## src/hdl/ptrs_pkg.sv

```systemverilog
// Shared types and constants for the periodic task release scheduler.
// No dependencies.
`default_nettype none
package ptrs_pkg;

  localparam int unsigned TaskCountDef = 16;

  localparam logic [1:0] RunDormant   = 2'd0;
  localparam logic [1:0] RunReady     = 2'd1;
  localparam logic [1:0] RunSuspended = 2'd2;

  localparam logic [2:0] CmdTick    = 3'd0;
  localparam logic [2:0] CmdCreate  = 3'd1;
  localparam logic [2:0] CmdRemove  = 3'd2;
  localparam logic [2:0] CmdResume  = 3'd3;
  localparam logic [2:0] CmdSuspend = 3'd4;
  localparam logic [2:0] CmdReport  = 3'd5;

  localparam logic CfgEnabled  = 1'b0;
  localparam logic CfgTickStep = 1'b1;

  typedef enum logic [2:0] {
    KindReject,
    KindTick,
    KindCreate,
    KindRemove,
    KindResume,
    KindSuspend,
    KindReport
  } kind_e;

  typedef struct packed {
    kind_e       kind;
    logic [3:0]  idx;
    logic [15:0] period;
    logic [7:0]  first_delay;
  } cmd_t;

  typedef struct packed {
    logic       ok;
    logic       rel;
    logic [3:0] task_id;
    logic [1:0] run_state;
    logic       last;
  } res_t;

endpackage
`default_nettype wire

```

## src/hdl/periodic_task_release_scheduler_core.sv

```systemverilog
// Top level of the periodic task release scheduler: config registers,
// front end, back end and result queue. Depends on ptrs_pkg, ptrs_front,
// ptrs_back and ptrs_fifo.
//
//   channel   | handshake                | payload
//   ----------+--------------------------+---------------------------------------
//   command   | push / full              | command, task_index, period, first_delay
//   result    | empty / pop              | accepted_ok, released, released_task,
//             |                          | task_state, last
//   config    | cfg_valid_i / cfg_ready_o| cfg_index_i, cfg_data_i
//
// The back end handles a non-tick command in its idle state, on the pop from the queue.
// A tick sweeps every slot: an empty or countdown slot is settled in the scan state,
// a periodic slot also passes the divide state (the bit-serial tick_count mod period
// remainder) and the eval state; setup is done in idle, the done state ends the sweep.
// Reset clears the task table and all control state at once; no clearing pass.
// A full result queue stalls the sweep; commands queue up to two deep meanwhile.
`default_nettype none
module periodic_task_release_scheduler_core #(
  parameter int unsigned TASK_COUNT = ptrs_pkg::TaskCountDef
) (
  input  wire         clk_i,
  input  wire         rst_ni,
  // command queue side
  input  wire         push,
  output logic        full,
  input  wire  [2:0]  command_i,
  input  wire  [3:0]  task_index_i,
  input  wire  [15:0] period_i,
  input  wire  [7:0]  first_delay_i,
  // result queue side
  output logic        empty,
  input  wire         pop,
  output logic        accepted_ok_o,
  output logic        released_o,
  output logic [3:0]  released_task_o,
  output logic [1:0]  task_state_o,
  output logic        last_o,
  // config writes
  input  wire         cfg_valid_i,
  output logic        cfg_ready_o,
  input  wire         cfg_index_i,
  input  wire  [7:0]  cfg_data_i
);

  logic           enabled_q;
  logic [7:0]     tick_step_q;
  logic           cmd_empty, cmd_pop;
  ptrs_pkg::cmd_t cmd;
  logic           res_full, res_push;
  ptrs_pkg::res_t res_in, res_out;

  // Config is always writable; the user is to change it only while idle, which the block itself does not enforce.
  assign cfg_ready_o = 1'b1;

  always_ff @(posedge clk_i or negedge rst_ni) begin
    if (!rst_ni) begin
      enabled_q   <= 1'b0;
      tick_step_q <= 8'd1;
    end else if (cfg_valid_i) begin
      unique case (cfg_index_i)
        ptrs_pkg::CfgEnabled:  enabled_q   <= cfg_data_i[0];
        ptrs_pkg::CfgTickStep: tick_step_q <= cfg_data_i;
        default:               enabled_q   <= enabled_q;
      endcase
    end
  end

  ptrs_front #(.TASK_COUNT(TASK_COUNT)) u_front (
    .clk_i        (clk_i),
    .rst_ni       (rst_ni),
    .enabled_i    (enabled_q),
    .push_i       (push),
    .full_o       (full),
    .command_i    (command_i),
    .task_index_i (task_index_i),
    .period_i     (period_i),
    .first_delay_i(first_delay_i),
    .cmd_pop_i    (cmd_pop),
    .cmd_empty_o  (cmd_empty),
    .cmd_o        (cmd)
  );

  ptrs_back #(.TASK_COUNT(TASK_COUNT)) u_back (
    .clk_i      (clk_i),
    .rst_ni     (rst_ni),
    .tick_step_i(tick_step_q),
    .cmd_empty_i(cmd_empty),
    .cmd_pop_o  (cmd_pop),
    .cmd_i      (cmd),
    .res_full_i (res_full),
    .res_push_o (res_push),
    .res_o      (res_in)
  );

  // result queue decouples the sweep from the consumer
  ptrs_fifo #(.T(ptrs_pkg::res_t)) u_resq (
    .clk_i  (clk_i),
    .rst_ni (rst_ni),
    .push_i (res_push),
    .data_i (res_in),
    .full_o (res_full),
    .pop_i  (pop),
    .empty_o(empty),
    .data_o (res_out)
  );

  assign accepted_ok_o   = res_out.ok;
  assign released_o      = res_out.rel;
  assign released_task_o = res_out.task_id;
  assign task_state_o    = res_out.run_state;
  assign last_o          = res_out.last;

endmodule
`default_nettype wire

```

## src/hdl/ptrs_fifo.sv

```systemverilog
// Two-entry queue of an arbitrary packed type.
// Used between front and back and for results; no package dependency.
`default_nettype none
module ptrs_fifo #(
  parameter type T = logic
) (
  input  wire  clk_i,
  input  wire  rst_ni,
  input  wire  push_i,
  input  T     data_i,
  output logic full_o,
  input  wire  pop_i,
  output logic empty_o,
  output T     data_o
);

  T           mem_q [2];
  logic       wp_q, rp_q;
  logic [1:0] cnt_q;
  logic       do_push, do_pop;

  assign full_o  = (cnt_q == 2'd2);
  assign empty_o = (cnt_q == 2'd0);
  assign do_push = push_i && !full_o;
  assign do_pop  = pop_i && !empty_o;
  assign data_o  = mem_q[rp_q];

  always_ff @(posedge clk_i) begin
    if (do_push) mem_q[wp_q] <= data_i;
  end

  always_ff @(posedge clk_i or negedge rst_ni) begin
    if (!rst_ni) begin
      wp_q  <= 1'b0;
      rp_q  <= 1'b0;
      cnt_q <= 2'd0;
    end else begin
      if (do_push) wp_q <= ~wp_q;
      if (do_pop) rp_q <= ~rp_q;
      cnt_q <= cnt_q + 2'(do_push) - 2'(do_pop);
    end
  end

endmodule
`default_nettype wire

```

## src/hdl/ptrs_front.sv

```systemverilog
// Front end: classifies incoming commands and queues them for the back end.
// Depends on ptrs_pkg and ptrs_fifo.
`default_nettype none
module ptrs_front #(
  parameter int unsigned TASK_COUNT = ptrs_pkg::TaskCountDef
) (
  input  wire               clk_i,
  input  wire               rst_ni,
  input  wire               enabled_i,
  input  wire               push_i,
  output logic              full_o,
  input  wire        [2:0]  command_i,
  input  wire        [3:0]  task_index_i,
  input  wire        [15:0] period_i,
  input  wire        [7:0]  first_delay_i,
  input  wire               cmd_pop_i,
  output logic              cmd_empty_o,
  output ptrs_pkg::cmd_t    cmd_o
);

  ptrs_pkg::cmd_t cmd_w;
  logic           idx_ok;

  assign idx_ok = ({1'b0, task_index_i} < 5'(TASK_COUNT > 16 ? 16 : TASK_COUNT))
                  || (TASK_COUNT > 16);

  always_comb begin
    cmd_w.idx         = task_index_i;
    cmd_w.period      = period_i;
    cmd_w.first_delay = first_delay_i;
    cmd_w.kind        = ptrs_pkg::KindReject;
    if (enabled_i) begin
      unique case (command_i)
        ptrs_pkg::CmdTick:    cmd_w.kind = ptrs_pkg::KindTick;
        ptrs_pkg::CmdCreate:  if (idx_ok && period_i != 16'd0) cmd_w.kind = ptrs_pkg::KindCreate;
        ptrs_pkg::CmdRemove:  if (idx_ok) cmd_w.kind = ptrs_pkg::KindRemove;
        ptrs_pkg::CmdResume:  if (idx_ok) cmd_w.kind = ptrs_pkg::KindResume;
        ptrs_pkg::CmdSuspend: if (idx_ok) cmd_w.kind = ptrs_pkg::KindSuspend;
        ptrs_pkg::CmdReport:  if (idx_ok) cmd_w.kind = ptrs_pkg::KindReport;
        default:              cmd_w.kind = ptrs_pkg::KindReject;
      endcase
    end
  end

  ptrs_fifo #(.T(ptrs_pkg::cmd_t)) u_cmdq (
    .clk_i  (clk_i),
    .rst_ni (rst_ni),
    .push_i (push_i),
    .data_i (cmd_w),
    .full_o (full_o),
    .pop_i  (cmd_pop_i),
    .empty_o(cmd_empty_o),
    .data_o (cmd_o)
  );

endmodule
`default_nettype wire

```

## src/hdl/ptrs_back.sv

```systemverilog
// Back end: task table, tick sweep with a bit-serial remainder unit.
// Depends on ptrs_pkg.
`default_nettype none
module ptrs_back #(
  parameter int unsigned TASK_COUNT = ptrs_pkg::TaskCountDef
) (
  input  wire             clk_i,
  input  wire             rst_ni,
  input  wire       [7:0] tick_step_i,
  input  wire             cmd_empty_i,
  output logic            cmd_pop_o,
  input  ptrs_pkg::cmd_t  cmd_i,
  input  wire             res_full_i,
  output logic            res_push_o,
  output ptrs_pkg::res_t  res_o
);

  localparam int unsigned IdxW = (TASK_COUNT > 1) ? $clog2(TASK_COUNT) : 1;
  localparam logic [IdxW-1:0] LastSlot = IdxW'(TASK_COUNT - 1);

  localparam logic [2:0] StIdle = 3'd0;
  localparam logic [2:0] StScan = 3'd1;
  localparam logic [2:0] StDiv  = 3'd2;
  localparam logic [2:0] StEval = 3'd3;
  localparam logic [2:0] StDone = 3'd4;

  logic [2:0]      st_q, st_d;
  logic [31:0]     tick_q, tick_d;
  logic [IdxW-1:0] slot_q, slot_d;
  logic [IdxW-1:0] pend_q, pend_d;
  logic            pend_v_q, pend_v_d;
  logic [15:0]     rem_q, rem_d;
  logic [31:0]     dvd_q, dvd_d;
  logic [4:0]      cnt_q, cnt_d;

  logic            created_q [TASK_COUNT];
  logic            cdmode_q  [TASK_COUNT];
  logic [1:0]      run_q     [TASK_COUNT];
  logic [15:0]     per_q     [TASK_COUNT];
  logic [15:0]     cd_q      [TASK_COUNT];

  logic [IdxW-1:0] cs;
  logic            tbl_we;
  logic            tbl_create;
  logic [1:0]      tbl_run;
  logic            cd_we;
  logic [15:0]     cd_new;
  logic            eval_en, fire, rel, advance;
  logic [16:0]     div_r;

  assign cs    = IdxW'(cmd_i.idx);
  assign div_r = {rem_q, dvd_q[31]};

  always_comb begin
    st_d       = st_q;
    tick_d     = tick_q;
    slot_d     = slot_q;
    pend_d     = pend_q;
    pend_v_d   = pend_v_q;
    rem_d      = rem_q;
    dvd_d      = dvd_q;
    cnt_d      = cnt_q;
    cmd_pop_o  = 1'b0;
    res_push_o = 1'b0;
    res_o      = '0;
    tbl_we     = 1'b0;
    tbl_create = 1'b0;
    tbl_run    = ptrs_pkg::RunReady;
    cd_we      = 1'b0;
    cd_new     = cd_q[slot_q];
    eval_en    = 1'b0;
    fire       = 1'b0;
    advance    = 1'b0;

    unique case (st_q)
      StIdle: begin
        if (!cmd_empty_i && !res_full_i) begin
          cmd_pop_o   = 1'b1;
          res_o.ok    = 1'b1;
          res_o.last  = 1'b1;
          res_push_o  = 1'b1;
          unique case (cmd_i.kind)
            ptrs_pkg::KindReject: res_o.ok = 1'b0;
            ptrs_pkg::KindTick: begin
              res_push_o = 1'b0;
              tick_d     = tick_q + 32'(tick_step_i);
              slot_d     = '0;
              pend_v_d   = 1'b0;
              st_d       = StScan;
            end
            ptrs_pkg::KindCreate: begin
              tbl_we     = 1'b1;
              tbl_create = 1'b1;
            end
            ptrs_pkg::KindRemove: begin
              tbl_we  = 1'b1;
              tbl_run = ptrs_pkg::RunDormant;
            end
            ptrs_pkg::KindResume: tbl_we = 1'b1;
            ptrs_pkg::KindSuspend: begin
              tbl_we  = 1'b1;
              tbl_run = ptrs_pkg::RunSuspended;
            end
            ptrs_pkg::KindReport: res_o.run_state = run_q[cs];
            default: res_o.ok = 1'b0;
          endcase
        end
      end
      StScan: begin
        if (!created_q[slot_q]) begin
          advance = 1'b1;
        end else if (cdmode_q[slot_q]) begin
          eval_en = 1'b1;
          fire    = (cd_q[slot_q] <= {8'd0, tick_step_i});
        end else begin
          rem_d = '0;
          dvd_d = tick_q;
          cnt_d = '0;
          st_d  = StDiv;
        end
      end
      StDiv: begin
        rem_d = (div_r >= {1'b0, per_q[slot_q]}) ? 16'(div_r - {1'b0, per_q[slot_q]})
                                                  : 16'(div_r);
        dvd_d = {dvd_q[30:0], 1'b0};
        cnt_d = cnt_q + 5'd1;
        if (cnt_q == 5'd31) st_d = StEval;
      end
      StEval: begin
        eval_en = 1'b1;
        fire    = (rem_q == 16'd0) && (per_q[slot_q] != 16'd0);
      end
      StDone: begin
        if (!res_full_i) begin
          res_push_o    = 1'b1;
          res_o.ok      = 1'b1;
          res_o.rel     = pend_v_q;
          res_o.task_id = pend_v_q ? 4'(pend_q) : 4'd0;
          res_o.last    = 1'b1;
          st_d          = StIdle;
        end
      end
      default: st_d = StIdle;
    endcase

    rel = fire && (run_q[slot_q] == ptrs_pkg::RunReady);
    // A second release has to flush the held one; wait if the result queue is full.
    if (eval_en && !(rel && pend_v_q && res_full_i)) begin
      advance = 1'b1;
      if (cdmode_q[slot_q]) begin
        cd_we  = 1'b1;
        cd_new = fire ? per_q[slot_q] : 16'(cd_q[slot_q] - {8'd0, tick_step_i});
      end
      if (rel) begin
        if (pend_v_q) begin
          res_push_o    = 1'b1;
          res_o.ok      = 1'b1;
          res_o.rel     = 1'b1;
          res_o.task_id = 4'(pend_q);
        end
        pend_d   = slot_q;
        pend_v_d = 1'b1;
      end
    end

    if (advance) begin
      if (slot_q == LastSlot) begin
        st_d = StDone;
      end else begin
        slot_d = slot_q + IdxW'(1);
        st_d   = StScan;
      end
    end
  end

  always_ff @(posedge clk_i or negedge rst_ni) begin
    if (!rst_ni) begin
      st_q     <= StIdle;
      tick_q   <= '0;
      slot_q   <= '0;
      pend_q   <= '0;
      pend_v_q <= 1'b0;
      for (int i = 0; i < int'(TASK_COUNT); i++) begin
        created_q[i] <= 1'b0;
        cdmode_q[i]  <= 1'b0;
        run_q[i]     <= ptrs_pkg::RunDormant;
        per_q[i]     <= '0;
        cd_q[i]      <= '0;
      end
    end else begin
      st_q     <= st_d;
      tick_q   <= tick_d;
      slot_q   <= slot_d;
      pend_q   <= pend_d;
      pend_v_q <= pend_v_d;
      if (tbl_we) begin
        run_q[cs] <= tbl_run;
        if (tbl_create) begin
          created_q[cs] <= 1'b1;
          per_q[cs]     <= cmd_i.period;
          cd_q[cs]      <= 16'(cmd_i.first_delay);
          cdmode_q[cs]  <= (cmd_i.first_delay != 8'd0);
        end
      end
      if (cd_we) cd_q[slot_q] <= cd_new;
    end
  end

  always_ff @(posedge clk_i) begin
    rem_q <= rem_d;
    dvd_q <= dvd_d;
    cnt_q <= cnt_d;
  end

`ifndef SYNTHESIS
  a_push_room: assert property (@(posedge clk_i) disable iff (!rst_ni)
    res_push_o |-> !res_full_i) else $error("result pushed into full queue");
  a_pop_only_idle: assert property (@(posedge clk_i) disable iff (!rst_ni)
    cmd_pop_o |-> (st_q == StIdle) && !cmd_empty_i) else $error("bad command pop");
  a_tick_adv: assert property (@(posedge clk_i) disable iff (!rst_ni)
    (cmd_pop_o && cmd_i.kind == ptrs_pkg::KindTick)
      |=> tick_q == $past(tick_q) + 32'($past(tick_step_i)))
    else $error("tick count did not advance");
  a_tick_hold: assert property (@(posedge clk_i) disable iff (!rst_ni)
    (st_q != StIdle) |=> $stable(tick_q)) else $error("tick count moved mid sweep");
`endif

endmodule
`default_nettype wire
```

## config.mk

```make
export PLATFORM = sky130hd
export DESIGN_NAME = periodic_task_release_scheduler_core
export DESIGN_NICKNAME = d
export VERILOG_FILES = /design/src/hdl/ptrs_pkg.sv /design/src/hdl/periodic_task_release_scheduler_core.sv /design/src/hdl/ptrs_fifo.sv /design/src/hdl/ptrs_front.sv /design/src/hdl/ptrs_back.sv
export SDC_FILE = /design/constraint.sdc
export NUM_CORES = 2
export LEC_CHECK = 0
export ABC_CLOCK_PERIOD_IN_PS = 16000
export BUFFER_PORTS_ARGS = -buffer_cell sky130_fd_sc_hd__buf_2
export CAP_MARGIN = 10
export CORE_UTILIZATION = 63
export DETAILED_ROUTE_END_ITERATION = 8
export PLACE_DENSITY = 0.8
export SLEW_MARGIN = 20
export SYNTH_ARGS = -nofsm -noshare
export SYNTH_HDL_FRONTEND = slang
export SYNTH_SLANG_ARGS = --single-unit
export TNS_END_PERCENT = 50
```

## constraint.sdc

```tcl
create_clock -name clk_i -period 16 [get_ports clk_i]
set_input_delay 3.2 -clock clk_i [delete_from_list [all_inputs] [get_ports clk_i]]
set_output_delay 3.2 -clock clk_i [all_outputs]
set_load 0.02 [all_outputs]
```

Word level (Yosys, flattened, before mapping)
Memory sizes are Yosys's and may differ from the RTL's.
Cells that the tools add are included.
- memory bits (writable): 80
- flip-flop bits (word level): 690
- memories: 2
- logic and storage cells: 299
- input bits: 45
- bitwise gates (word level): 8
- mux-type cells: 114
- add/sub/neg operators: 9
- magnitude comparators: 6
- reductions and logical operators: 35
- eq/ne operators: 29
- memories (name ; depth ; bits a word ; read ports ; clocked after memory_dff ; write ports ; line ; source):
    u_front.u_cmdq.mem_q ; 2 ; 31 ; 1 ; 0 ; 1 ; ptrs_fifo.sv:17 ; T mem_q [2];
    u_resq.mem_q ; 2 ; 9 ; 1 ; 0 ; 1 ; ptrs_fifo.sv:17 ;
- operators with widths (kind ; count):
    $bwmux W256 ; 3
    $mux W256 ; 3
    $mux W16 ; 12
    $bmux W16 S4 ; 2
    $demux W16 S4 ; 2
    $mux W32 ; 2
    $pmux W32 S2 ; 1
    $mux W1 ; 38
    $add A32 B8 Y32 ; 1
    $bwmux W32 ; 1
    $pmux W16 S2 ; 1
    $reduce_bool A16 Y1 ; 2
    $mux W3 ; 10
    $mux W4 ; 6
    $mux W6 ; 4
    $mux W2 ; 10
    $eq A3 B2 Y1 const B ; 6
    $eq A3 B3 Y1 const B ; 6
    $pmux W3 S6 ; 1
    $ge A17 B16 Y1 ; 1
    $bmux W2 S4 ; 2
    $bwmux W16 ; 1
    $le A16 B8 Y1 ; 1
    $logic_not A16 Y1 ; 1
    other kinds (40) ; 84

Logic depth before layout (Yosys ltp)
- depth in word-level cells: 17
- depth in mapped cells: 24

Hierarchy
Synthesis repeated with hierarchy kept, for this count alone.
- cells, all modules: 2982
- area total of the unflattened synthesis: 38030.2 µm²
- by module, submodules not included (module ; cells each ; seq. area each (µm²) ; times used ; area each (µm²)):
    ptrs_back ; 2785 ; 17106.4 ; 1 ; 34147.8
    ptrs_fifo at u_front.u_cmdq ; 115 ; 1961.9 ; 1 ; 2591.2
    ptrs_fifo at u_resq ; 46 ; 640.6 ; 1 ; 849.6
    periodic_task_release_scheduler_core ; 22 ; 226.5 ; 1 ; 351.6
    ptrs_front ; 14 ; 0.0 ; 1 ; 90.1

Worst setup path before layout
Ideal clock, no wire load.
- path kind: register to register
- start: register u_back.slot_q[1]
- end: register u_back.cnt_q[0] (enable)
- clock period less this slack: 6.486 ns
- arrival time: 5.949 ns
- required time: 15.463 ns
- path slack: 9.514 ns
- cell stages (with the launch flop): 8
- setup time: 0.537 ns
- cells stage by stage: dfrtp_1 -> buf_2 -> mux4_2 -> mux4_2 -> buf_2 -> buf_1 -> nand2b_1 -> o21ai_0
- longest elaborated chain between the ends: 6
- elaborated cells between the ends (all ways): 10
- those cells by class: 2 x eq/ne; 6 x mux; 1 x bitwise; 1 x reduce/logical
- RTL lines (what ; line ; source):
    from (decl) ; ptrs_back.sv:29 ; logic [IdxW-1:0] slot_q, slot_d;
    from (signal assigned) ; ptrs_back.sv:193 ; slot_q <= slot_d;
    $not A4 Y5 (not written as such) * ; ptrs_back.sv:110, ptrs_back.sv:112 ;
    $bmux W1 S4 (on tied branches) ; ptrs_back.sv:110, ptrs_back.sv:112 ;
    $mux W1 (on tied branches) (2 in a row) ; ptrs_back.sv:110, ptrs_back.sv:112 ;
    $ne A2 B1 Y1 (no source line) or $ne A2 B2 Y1 (tied branches) ; -- ;
    $reduce_and A3 Y1 (no source line) * ; -- ;
    to (signal assigned) ; ptrs_back.sv:212 ; cnt_q <= cnt_d;
    to (decl) ; ptrs_back.sv:34 ; logic [4:0] cnt_q, cnt_d;
Mark *: on every way between the ends. The rest lies on a longest branch, timed or not. The select of a mux whose other input is x is not followed.
A chain may end at the register's enable or synchronous reset.

Final worst setup path
- start: register u_back.slot_q[0]
- end: register u_back.cd_q[226] in the netlist's numbering
- longest elaborated chain between the ends: 16
- elaborated cells between the ends (all ways): 43
- those cells by class: 1 x add/sub; 3 x order compare; 1 x eq/ne; 29 x mux; 1 x bitwise; 8 x reduce/logical
- RTL lines (what ; line ; source):
    $not A4 Y5 (not written as such) * ; -- ;
    $bmux W16 S4 ; ptrs_back.sv:70, ptrs_back.sv:114, ptrs_back.sv:152 ;
    $mux W16 (not written as such) (2 in a row) ; ptrs_back.sv:70, ptrs_back.sv:114, ptrs_back.sv:152 ;
    $le A16 B8 Y1 ; ptrs_back.sv:114 ; fire = (cd_q[slot_q] <= {8'd0, tick_step_i});
    $mux W1 ; ptrs_back.sv:112 ; end else if (cdmode_q[slot_q]) begin
    $mux W1 ; ptrs_back.sv:110 ; if (!created_q[slot_q]) begin
    $pmux W1 S2 ; ptrs_back.sv:75 ; unique case (st_q)
    $logic_and A1 B1 Y1 ; ptrs_back.sv:146 ; rel = fire && (run_q[slot_q] == ptrs_pkg::RunReady);
    $logic_and A1 B1 Y1 (2 in a row) ; ptrs_back.sv:148 ; if (eval_en && !(rel && pend_v_q && res_full_i)) begin
    $logic_not A1 Y1 ; ptrs_back.sv:148 ;
    $logic_and A1 B1 Y1 ; ptrs_back.sv:148 ;
    $mux W16 ; ptrs_back.sv:148 ;
    $bwmux W256 ; ptrs_back.sv:205 ; if (cd_we) cd_q[slot_q] <= cd_new;
    $mux W256 * ; ptrs_back.sv:205 ;
    to (signal, indexed assignment) ; ptrs_back.sv:201 ; cd_q[cs] <= 16'(cmd_i.first_delay);
    to (signal, indexed assignment) ; ptrs_back.sv:205 ;
    to (decl) ; ptrs_back.sv:40 ; logic [15:0] cd_q [TASK_COUNT];
Marks and branches as above.

==> impl_results.md <==
* Crit path kind: register to register
* Vias per cell at just under 7
* TNS Setup at 0 ps
* RSZ-0062 raised after global routing: no
* Slowest stage cell, crit path: o2111ai_2
* Core ar. at 56800 µm²
* P&R area growth vs syn at 9.88%
* GPL Wtd Cong at just over 0.9
* Syn Area/Cell at between 10 and 15 µm²
* Status: complete, no violations
* Drt first-iter violations at about 3300
* Initial core utilization at between 60% and 70%
* Pwr Density at between 150 and 200 nW/µm²
* Total number of vias at ~28000
* PortBufs at 55
* FF-to-FF path depth at 16
* Clock tree sinks at 770
* Cells along the critical path: buf_4 -> buf_4 -> mux4_2 -> mux4_2 -> inv_1 -> fa_1 -> nor2b_1 -> o21a_1 -> o21ai_0 -> a31oi_1 -> o31ai_1 -> a22oi_4 -> o2111ai_2 -> buf_4 -> o211ai_1 -> o21ai_1
* Num rows at between 80 and 90
* Num CTS Buffers at 78
* Synth Area in XOR/XNOR at under 10%
* Slew Limit Fails at 0
* First-pass GRT wire length at 158000 µm
* Mux cell area share after synthesis at 12.0%
* Number of distinct library cells after synthesis at between 60 and 70
* Setup crit start kind: register
* Pin count of the biggest net entering global routing at approximately 200
* Total of max-cap violations at 0
* Leakage at approximately 17 nW
* CTS resizes at 0
* Crit path time final at approximately 7000 ps
* All-Layer GR Usage at between 30% and 40%
* Crit path to: u_back.cd_q[226]
* Routed len/inst at roughly 24 µm
* Rel. slew slack at 10.4%
* Cts hold-fix bufs at 0
* Actual slew at the worst max-slew pin at ~1300 ps
* Die height at 243 µm
* Ys Warns at 0
* R2R Path Start: u_back.slot_q[0]
* IO Pins at 57
* EDFF count, synth at approximately 130
* Synth Instances at ~3400
* Post-Synth Adder-Cell Area at under 10%
* Worst setup path start: u_back.slot_q[0]
* Post-CTS Setup Bufs at 0
* Die area at 58900 µm²
* Worst-case clock skew at approximately 20 ps
* Clock transition at path regs at around 60 ps
* Total power at 0.00699 W
* Initial antenna violation count at 2
* Total wire length at about 100000 µm
* Final Net Count at around 3400
* # setup viols final at 0
* Compound-Gate Fraction of Synth Area at about 14%
* VDD IR max at about 0.20 mV
* Initial DRT Pass Iterations at 7
* Vias in the first global route at ~28000
* Synth Area in Simple Gates at between 10% and 20%
* Reg-to-Reg End: u_back.cd_q[226]
* Req. time, crit path at between 15000 and 20000 ps
* CTS tree: yes
* Register area share after synthesis at between 50% and 60%
* HPWL after detailed placement at around 61000 µm
* Tcrit/Tclk final at 43.6%
* CP most frequent cell: buf_4
* Post-Syn Nets at 3440
* Async SR Flop Fraction at roughly 83%
* Clock buffer depth at 3
* Root Buffer: clkbuf_16
* Cell Area, Synth at around 37000 µm²
* R2R Setup Slk at 9030 ps
* Crit-path max FO at 40
* Flops & latches, synth at between 700 and 800
* Final Hold Vio Count at 0
* Grt ovf at 0
* Post-synth top flop: dfrtp_1
* Largest family of logic cells by synthesized area: compound AO/OA/AOI/OAI gates
* Post-DRT Antenna Nets at 0
* Fmax at ~0.14 GHz
* Worst setup EP type: register
* H-tree depth at 3
* Die Wd at ~240 µm
* Layout cells sized above 1 at 15.9%
* Number of remaining DRC errors at 0
* Arr. time, crit path at 7520 ps
* Clk_lat worst skew at between 600 and 700 ps
* Critical path's largest stage delay at ~900 ps
* Worst Hold Class: register to register
## registers in the layout, indices dropped and copies added, names as in the netlist, 3 cells and up
name,count
u_back.dvd_q,32
u_back.per_q,256
u_back.cdmode_q,16
u_back.rem_q,16
u_resq.mem_q,18
u_back.cnt_q,5
u_back.created_q,16
u_back.run_q,32
u_back.st_q,3
u_back.pend_q,4
u_front.u_cmdq.mem_q,62
u_back.cd_q,256
u_back.tick_q,32
u_back.slot_q,4
tick_step_q,8
## per-stage QoR
| stage | cell area (µm²) | hold slack (ps) | worst slack, ps | cells | utilization [%] |
|---|---|---|---|---|---|
| CTS | 40100 | 467 | 8950 | 4129 | 70.5 |
| detailed placement | 37500 | 449 | 8930 | 3983 | 66.0 |
| global placement | 37400 | 446 | 9070 | 3983 | 65.9 |
| global route | 40100 | 474 | 8520 | 4130 | 70.6 |
| finish | 40100 | 464 | 9030 | 4131 | 70.6 |
| floorplan | 36500 | 429 | 9510 | 3350 | - |
## worst min path at each step
stage | from | to | slack (ps) | cells after the start
global placement | u_back.created_q[10] | u_back.created_q[10] | 450 | 1
detailed placement | u_back.created_q[0] | u_back.created_q[0] | 450 | 1
finish | u_back.created_q[0] | u_back.created_q[0] | 460 | 1
global route | u_back.created_q[4] | u_back.created_q[4] | 470 | 1
CTS | u_back.created_q[11] | u_back.created_q[11] | 470 | 1
floorplan | u_back.created_q[1] | u_back.created_q[1] | 430 | 1
## placed cells by master (no fill, tap or decap), drive strengths merged, types with 114 or more instances in the layout
cell	instances
dfrtp	636
nand2	417
o21ai	368
nor2	286
a21oi	234
nand3	155
mux4	149
buf	138
edfxtp	133
o211ai	129
clkbuf	114
## power by group
| part | internal [W] | total (W) | switching, W | leakage [nW] |
|---|---|---|---|---|
| Sequential | 0.00247 | 0.00273 | 0.000266 | 10.1 |
| Combinational | 0.000893 | 0.00243 | 0.00153 | 5.93 |
| Clock | 0.00104 | 0.00183 | 0.000786 | 1.27 |
## worst max-delay path, delay by kind of cell (launching register included)
family	cells	cell delay [ps]
buffers and inverters	4	1960
flip-flops	1	880
AND/OR/NAND/NOR	1	60
AO/OA/AOI/OAI	8	2660
adder cells (fa/ha/maj)	1	180
multiplexers	2	1070
## area by class of cell
cell class,count,area (µm²)
Fill cell,3825,16700
Inverter,61,229
Clock inverter,32,305
Clock buffer,114,2270
Multi-Input combinational cell,2259,15500
Timing Repair Buffer,138,966
Tap cell,756,946
Antenna cell,1,2.50
Sequential cell,770,19900
## synthesized netlist by cell type, types with 5 or more instances
cell / number / area [µm²]
nor2_1: 286 / 1070
nor2b_1: 17 / 106
edfxtp_1: 133 / 3990
nor3_1: 40 / 200
o2111ai_1: 8 / 70.1
o32ai_1: 8 / 70.1
o21a_1: 8 / 60.1
inv_1: 61 / 229
dfrtp_1: 636 / 15900
nand4_1: 16 / 100
nor4_1: 17 / 106
mux2_2: 51 / 574
a21o_1: 6 / 45.0
buf_2: 46 / 230
o211ai_1: 129 / 968
o31ai_1: 5 / 37.5
and3_1: 14 / 87.6
mux2i_1: 43 / 430
xor2_1: 23 / 201
buf_1: 11 / 41.3
or4_1: 5 / 37.5
or2_2: 11 / 68.8
xnor2_1: 38 / 333
a311oi_1: 6 / 52.6
buf_6: 5 / 56.3
ha_1: 42 / 526
clkbuf_2: 12 / 60.1
buf_4: 12 / 90.1
a21oi_1: 232 / 1160
clkbuf_1: 172 / 646
o2111ai_2: 9 / 135
a211oi_1: 14 / 105
and2_1: 32 / 200
a22oi_1: 43 / 323
o21ai_1: 130 / 651
mux4_2: 149 / 3360
nand2_1: 417 / 1570
nand2b_1: 19 / 119
o21ai_0: 238 / 1190
nand3_1: 155 / 776
## cells by family (layout without fill, tap and decap cells)
group	count (synthesis)	after routing
xor gates and xnor gates	61	61
DFF	770	770
buffers and inverters	321	345
AOI/OAI and AO/OA	867	867
muxes	244	244
adders and majority gates	45	45
other	1	2
and+or+nand+nor	1041	1041
## layer usage
layer | part of all wire, % | global-route usage (%) | vias up
met5 | 0.023 | 0 | -
li1 | - | - | 12000
met3 | 9.9 | 8.60 | 340
met4 | 4.8 | 16.4 | 4
met2 | 48 | 55.7 | 1604
met1 | 37 | 44.1 | 14000
Power figures use the tool's default switching activity.
